File: src/hdl/cdq_pkg.sv
// Shared types and codes of the circular deque controller.
package cdq_pkg;

   // Action codes of an input item.
   typedef logic [1:0] action_type;
   localparam action_type ACT_PUSH_BACK  = 2'd0;
   localparam action_type ACT_PUSH_FRONT = 2'd1;
   localparam action_type ACT_POP_BACK   = 2'd2;
   localparam action_type ACT_POP_FRONT  = 2'd3;

   // Status codes of a result item.
   typedef logic [1:0] status_type;
   localparam status_type ST_OK        = 2'd0;
   localparam status_type ST_OVERFLOW  = 2'd1;
   localparam status_type ST_UNDERFLOW = 2'd2;

   // Fixed field widths.
   localparam int WORD_W = 32;
   localparam int OCC_W  = 4;

   typedef logic signed [WORD_W-1:0] word_type;
   typedef logic [OCC_W-1:0]         occ_type;

endpackage

File: src/hdl/circular_deque_controller_core.sv
// Top level of the circular deque controller: indices, count and result stage.
//
// A fixed-capacity double-ended queue of signed 32-bit words held in a ring RAM.
// Input channel: an item is taken at a rising edge where start is high and busy
// is low; req_action selects push back, push front, pop back or pop front, and
// req_push_value is the word stored by a push.
// Result channel: exactly one result per item, shown for one cycle with
// rsp_strobe high, in the cycle right after the item was taken. It carries a
// status (ok, overflow, underflow), the popped word (zero otherwise) and the
// occupancy after the step.
// The ring RAM has a registered read port, so a popped word appears in the
// cycle after the pop is taken. Indices and count update at the accepting
// edge, so busy stays low and a new item can be taken every cycle; one item
// per cycle is the sustained rate.
// A push writes the RAM at the accepting edge; a pop reads it at that edge. A
// write is visible to a read issued in the next cycle; no forwarding is needed.
// Reset (synchronous, active high) empties the deque and clears both indices;
// RAM contents are left as they are and are never read before being written.
// The receiver cannot stall: each result must be taken in its strobe cycle.
module circular_deque_controller_core #(
   parameter int CAPACITY = 8
) (
   input  logic                 clock,
   input  logic                 reset,
   input  logic                 start,
   output logic                 busy,
   input  cdq_pkg::action_type  req_action,
   input  cdq_pkg::word_type    req_push_value,
   output logic                 rsp_strobe,
   output cdq_pkg::status_type  rsp_status,
   output cdq_pkg::word_type    rsp_removed_value,
   output cdq_pkg::occ_type     rsp_occupancy
);
   import cdq_pkg::*;

   localparam int IDX_W = $clog2(CAPACITY);
   localparam int CNT_W = $clog2(CAPACITY + 1);
   localparam logic [IDX_W-1:0] LAST_SLOT = IDX_W'(CAPACITY - 1);
   localparam logic [CNT_W-1:0] FULL_COUNT = CNT_W'(CAPACITY);

   logic [IDX_W-1:0] head_ff, head_in;
   logic [IDX_W-1:0] tail_ff, tail_in;
   logic [CNT_W-1:0] count_ff, count_in;
   logic             strobe_ff;
   status_type       status_ff, status_in;
   logic             pop_ok_ff, pop_ok_in;

   logic             accept;
   logic             is_push;
   logic             full;
   logic             empty;
   logic [IDX_W-1:0] head_next, head_prev, tail_next, tail_prev;
   logic             wr_en;
   logic [IDX_W-1:0] wr_addr;
   logic             rd_en;
   logic [IDX_W-1:0] rd_addr;
   logic [WORD_W-1:0] rd_data;
   logic [CNT_W+OCC_W-1:0] count_wide;

   assign busy   = 1'b0;
   assign accept = start && !busy;
   assign is_push = req_action inside {ACT_PUSH_BACK, ACT_PUSH_FRONT};
   assign full   = (count_ff == FULL_COUNT);
   assign empty  = (count_ff == '0);

   // Ring neighbors of the two indices.
   assign head_next = (head_ff == LAST_SLOT) ? '0 : head_ff + IDX_W'(1);
   assign head_prev = (head_ff == '0) ? LAST_SLOT : head_ff - IDX_W'(1);
   assign tail_next = (tail_ff == LAST_SLOT) ? '0 : tail_ff + IDX_W'(1);
   assign tail_prev = (tail_ff == '0) ? LAST_SLOT : tail_ff - IDX_W'(1);

   // Decode the item into index, count and RAM updates.
   always_comb begin
      head_in   = head_ff;
      tail_in   = tail_ff;
      count_in  = count_ff;
      status_in = ST_OK;
      pop_ok_in = 1'b0;
      wr_en     = 1'b0;
      wr_addr   = tail_ff;
      rd_en     = 1'b0;
      rd_addr   = head_ff;
      if (accept) begin
         if (is_push && full) begin
            status_in = ST_OVERFLOW;
         end else if (!is_push && empty) begin
            status_in = ST_UNDERFLOW;
         end else begin
            case (req_action)
               ACT_PUSH_BACK: begin
                  wr_en    = 1'b1;
                  wr_addr  = tail_ff;
                  tail_in  = tail_next;
                  count_in = count_ff + CNT_W'(1);
               end
               ACT_PUSH_FRONT: begin
                  wr_en    = 1'b1;
                  wr_addr  = head_prev;
                  head_in  = head_prev;
                  count_in = count_ff + CNT_W'(1);
               end
               ACT_POP_BACK: begin
                  rd_en     = 1'b1;
                  rd_addr   = tail_prev;
                  tail_in   = tail_prev;
                  count_in  = count_ff - CNT_W'(1);
                  pop_ok_in = 1'b1;
               end
               default: begin
                  rd_en     = 1'b1;
                  rd_addr   = head_ff;
                  head_in   = head_next;
                  count_in  = count_ff - CNT_W'(1);
                  pop_ok_in = 1'b1;
               end
            endcase
         end
      end
   end

   // Control state and the result stage.
   always_ff @(posedge clock) begin
      if (reset) begin
         head_ff   <= '0;
         tail_ff   <= '0;
         count_ff  <= '0;
         strobe_ff <= 1'b0;
         pop_ok_ff <= 1'b0;
      end else begin
         head_ff   <= head_in;
         tail_ff   <= tail_in;
         count_ff  <= count_in;
         strobe_ff <= accept;
         pop_ok_ff <= pop_ok_in;
      end
   end

   always_ff @(posedge clock) begin
      status_ff <= status_in;
   end

   // Ring store of the deque words.
   cdq_ram #(
      .WIDTH(WORD_W),
      .DEPTH(CAPACITY)
   ) u_ring (
      .clock  (clock),
      .wr_en  (wr_en),
      .wr_addr(wr_addr),
      .wr_data(req_push_value),
      .rd_en  (rd_en),
      .rd_addr(rd_addr),
      .rd_data(rd_data)
   );

   // Occupancy is the count masked to the field width.
   assign count_wide = {{OCC_W{1'b0}}, count_ff};

   assign rsp_strobe        = strobe_ff;
   assign rsp_status        = status_ff;
   assign rsp_removed_value = pop_ok_ff ? word_type'(rd_data) : '0;
   assign rsp_occupancy     = count_wide[OCC_W-1:0];

   // Every accepted item yields a result in the next cycle, and nothing else does.
   a_result_follows: assert property (@(posedge clock) disable iff (reset)
      accept |=> rsp_strobe)
      else $error("accepted item produced no result");

   a_no_spurious: assert property (@(posedge clock) disable iff (reset)
      !accept |=> !rsp_strobe)
      else $error("result without an accepted item");

   // Overflow is reported only with a full deque, underflow only with an empty one.
   a_overflow_full: assert property (@(posedge clock) disable iff (reset)
      (rsp_strobe && rsp_status == ST_OVERFLOW) |-> (count_ff == FULL_COUNT))
      else $error("overflow reported while not full");

   a_underflow_empty: assert property (@(posedge clock) disable iff (reset)
      (rsp_strobe && rsp_status == ST_UNDERFLOW) |-> (count_ff == '0))
      else $error("underflow reported while not empty");

   // The count never exceeds the capacity.
   a_count_bound: assert property (@(posedge clock) disable iff (reset)
      count_ff <= FULL_COUNT)
      else $error("stored count above capacity");

endmodule

File: src/hdl/cdq_ram.sv
// Generic single-clock RAM with one write port and one registered read port.
module cdq_ram #(
   parameter int WIDTH = 32,
   parameter int DEPTH = 8
) (
   input  logic                     clock,
   input  logic                     wr_en,
   input  logic [$clog2(DEPTH)-1:0] wr_addr,
   input  logic [WIDTH-1:0]         wr_data,
   input  logic                     rd_en,
   input  logic [$clog2(DEPTH)-1:0] rd_addr,
   output logic [WIDTH-1:0]         rd_data
);

   logic [WIDTH-1:0] mem [DEPTH];
   logic [WIDTH-1:0] rd_data_ff;

   // Write port.
   always_ff @(posedge clock) begin
      if (wr_en) begin
         mem[wr_addr] <= wr_data;
      end
   end

   // Registered read port.
   always_ff @(posedge clock) begin
      if (rd_en) begin
         rd_data_ff <= mem[rd_addr];
      end
   end

   assign rd_data = rd_data_ff;

endmodule
File: config.mk
export PLATFORM = sky130hd
export DESIGN_NAME = circular_deque_controller_core
export DESIGN_NICKNAME = d
export VERILOG_FILES = /design/src/hdl/cdq_pkg.sv /design/src/hdl/circular_deque_controller_core.sv /design/src/hdl/cdq_ram.sv
export SDC_FILE = /design/constraint.sdc
export NUM_CORES = 1
export LEC_CHECK = 0
export ABC_AREA = 1
export BUFFER_PORTS_ARGS = -buffer_cell sky130_fd_sc_hd__clkbuf_2
export CAP_MARGIN = 10
export CORE_ASPECT_RATIO = 0.5
export CORE_UTILIZATION = 45
export DETAILED_ROUTE_END_ITERATION = 10
export PLACE_DENSITY = 0.73
export SYNTH_ARGS = -nofsm -noshare
export SYNTH_HDL_FRONTEND = slang
export SYNTH_SLANG_ARGS = --single-unit
File: constraint.sdc
create_clock -name clock -period 4.5 [get_ports clock]
set_input_delay 0.45 -clock clock [delete_from_list [all_inputs] [get_ports clock]]
set_output_delay 0.45 -clock clock [all_outputs]
set_load 0.01 [all_outputs]
==> out/results.tsv <==
stage	metric	value	unit
run_status	status	complete, but fails checks	
run_status	failing checks	DRC	
power_and_ir_drop	combinational power share	0.137	
global_routing	antenna violations before repair	1	
critical_path	Critical Path Stages	8	
cells_and_area	# fillers	2478	
timing	slew margin rel.	0.229	
timing	Final Hold Fails	0	
critical_path	CP Capture Type	flip-flop	
critical_path	delay-heaviest family, CP	simple AND/OR/NAND/NOR gates	
floorplanning	die height	125	um
critical_path	Worst Path Arrival	3.25	ns
cells_and_area	Layout area overhead	12.4	%
synthesis	sequential area share after synthesis	0.658	
timing	minimum clock period	3.05	ns
critical_path	RR Endpoint	u_ring.mem[3][24]	
placed_design	# port buffers	75	
cts	root buf cell	clkbuf_16	
power_and_ir_drop	clock power share	0.355	
route	via count	9175	
power_and_ir_drop	P_int	4.76	mW
critical_path	crit path to	u_ring.mem[3][24]	
job	Max-Cap Viols	0	
cts	hold_buf cts	0	
timing	setup TNS	0	ns
placed_design	routability cong.	0.853	
floorplanning	Core Box Area	29300	um^2
synthesis	warning count from the yosys run	0	
synthesis	cells after synthesis	1362	
cells_and_area	share of layout cells above drive strength 1	0.109	
cells_and_area	Reg area	8930	um^2
floorplanning	Cell Rows	44	
synthesis	Synth area leaders	edfxtp_1 64%, nand3_1 11%, nand2_1 8.6%, inv_1 8.5%, dfxtp_1 2.1%	
critical_path	Buf/Inv on CP	3	
cts	clk_lat worst skew	0.54	ns
synthesis	synth unique cells	31	
route	total wire length	29000	um
cts	clk slew on worst S/H paths	0.06	ns
route	DRT iter0 DRCs	764	
route	post-DR vias/cell	5.02	
route	DRC Markers	5	
critical_path	Max FO, Critical Path	22	
global_routing	all-layer global routing usage	0.190	
timing	worst-margin pin slew	1.16	ns
power_and_ir_drop	Net Sw Frac	0.255	
critical_path	Critical Path Start Type	flip-flop	
cts	Max Buffers Root-to-Sink	3	
cells_and_area	fin nets	1465	
global_routing	largest net degree at the start of global routing	129	
global_routing	gr ovfl total	0	
critical_path	max incr delay on CP	0.44	ns
critical_path	WS Path Type	flip-flop to flip-flop	
critical_path	Worst EP required	4.70	ns
cts	H-tree Lvls	1	
timing	Max Freq	327	MHz
cts	setup bufs post-CTS	0	
floorplanning	Die W	248	um
floorplanning	die area	30900	um^2
cts	CTS tree	yes	
critical_path	critical path startpoint	head_ff[0]	
placed_design	DP HPWL	16100	um
power_and_ir_drop	LEAKAGE	6.94	nW
floorplanning	I/O Pins	77	
synthesis	share of Yosys cell area claimed by the top area cell type	0.637	
critical_path	worst reg2reg startpoint	head_ff[0]	
timing	final worst path period share	0.679	
synthesis	Synth Cell Area	13600	um^2
power_and_ir_drop	VDD IR-drop max	0.291	mV
route	DR pass1 iterations	10	
power_and_ir_drop	sw power	1.63	mW
critical_path	worst r2r path cells	8	
worst_hold_path	worst hold start	reset	
critical_path	Reg2Reg Setup Slack	1.45	ns
synthesis	Synth area leader	edfxtp_1	
cts	CTS Buf Count	28	
timing	max-slew violation count	0	
route	Final ANT Viol Nets	0	
timing	worst clock skew	0.00975	ns
route	routed length per instance	15.9	um
critical_path	Critical Path, Cell by Cell	inv_1, ha_1, or2_2, o22ai_1, inv_1, or2_2, nor2_4, buf_4	
cells_and_area	footprint of the multi-input gates	3260	um^2
synthesis	Synth Net Count	1410	
power_and_ir_drop	Pwr Total	6.39	mW
synthesis	post-synthesis average cell area	9.96	um^2
worst_hold_path	Hold Crit Class	primary input to flip-flop	
global_routing	vias in the first global route	8924	
timing	RSZ-0062 raised after global routing	false	
cts	Clock Sinks	302	
power_and_ir_drop	PD cells	419	nW/um^2
floorplanning	Initial Utilization	0.462	
critical_path	worst-path cell with the longest stage delay	buf_4	
power_and_ir_drop	register share of total power	0.508	
cts	Resize count post-CTS	0	
synthesis	number of synthesized register bits	302	
timing	Setup violations, final	0	
global_routing	first-pass GRT wire length	46200	um
==> layout make-up <==
type,instances,area share
Sequential cell,302,0.585
Multi-Input combinational cell,684,0.214
Inverter,310,0.0763
Clock buffer,36,0.0493
Timing Repair Buffer,91,0.0349
Tap cell,391,0.0321
Clock inverter,14,0.00771
Antenna cell,1,0.000164
==> worst min-delay path by stage <==
stage                       endpoint  slack (ns)  cells after the start
finish              rsp_occupancy[2]        0.13                      2
global route        rsp_occupancy[2]        0.14                      2
detailed placement  rsp_occupancy[3]        0.51                      2
floorplan           rsp_occupancy[3]        0.52                      2
CTS                 rsp_occupancy[2]        0.11                      2
global placement    rsp_occupancy[3]        0.50                      2
==> worst register-to-register path: stages (launching register included) <==
cell and delay (ns):
dfxtp_1 0.43, inv_1 0.13, ha_1 0.32, or2_2 0.31
o22ai_1 0.25, inv_1 0.09, or2_2 0.35, nor2_4 0.36
buf_4 0.44
==> cell usage in the layout, fill, tap and decap left out, types with 10 or more instances in the layout <==
master	count
nor2_4	11
clkbuf_2	75
nand2_1	311
inv_1	309
o21ai_0	10
nand3_1	290
dfxtp_1	14
a21oi_1	12
edfxtp_1	288
buf_4	13
ha_1	10
clkbuf_16	29
==> power by group through the flow <==
stage | clock [mW] | sequential [mW] | combinational (mW)
2_1_floorplan | 0 | 3.30 | 0.603
3_3_place_gp | 0 | 3.30 | 0.857
4_1_cts | 2.29 | 3.25 | 0.878
3_5_place_dp | 0 | 3.31 | 0.873
6_report | 2.26 | 3.25 | 0.876
5_1_grt | 2.39 | 3.25 | 0.995
==> cell families after synthesis <==
group           share of synthesized area
simple gates                        0.206
buf+inv                             0.109
flops                               0.658
compound gates                     0.0149
fa+ha+maj                          0.0107
xor+xnor                          0.00129
other cells                      0.000276
==> cells in the mapped netlist (all sizes together) <==
master  number
nand2      314
inv        310
nand3      291
edfxtp     288
buf         39
clkbuf      27
nor2        21
o21ai       15
dfxtp       14
a21oi       12
ha          10
o22ai        4
or2          4
nor3         3
a31oi        2
nand4        2
a211oi       1
conb         1
fa           1
o31ai        1
xnor2        1
xor2         1
==> metrics by stage <==
step	std cells	worst slack, ns	hold slack [ns]	utilization	instance area (um^2)
floorplan	1362	1.08	0.515	-	13600
global placement	1777	1.37	0.499	0.489	14400
detailed placement	1777	1.32	0.513	0.489	14400
CTS	1827	1.46	0.109	0.519	15200
global route	1829	1.31	0.138	0.520	15300
finish	1829	1.45	0.129	0.520	15300
==> sequential cells by signal, indices dropped and copies added, names as in the netlist <==
signal,count
pop_ok_ff,1
rsp_status,2
rsp_occupancy,4
head_ff,3
tail_ff,3
rsp_strobe,1
u_ring.rd_data,32
u_ring.mem,256
==> layer usage <==
layer | vias up | part of all wire | GRT usage
met3 | 61 | 0.059 | 0.0246
met1 | 4326 | 0.45 | 0.258
li1 | 4497 | - | -
met5 | - | 0 | 0
met4 | 0 | 0.029 | 0.0715
met2 | 291 | 0.47 | 0.313
(Power assumes the default switching activity.)
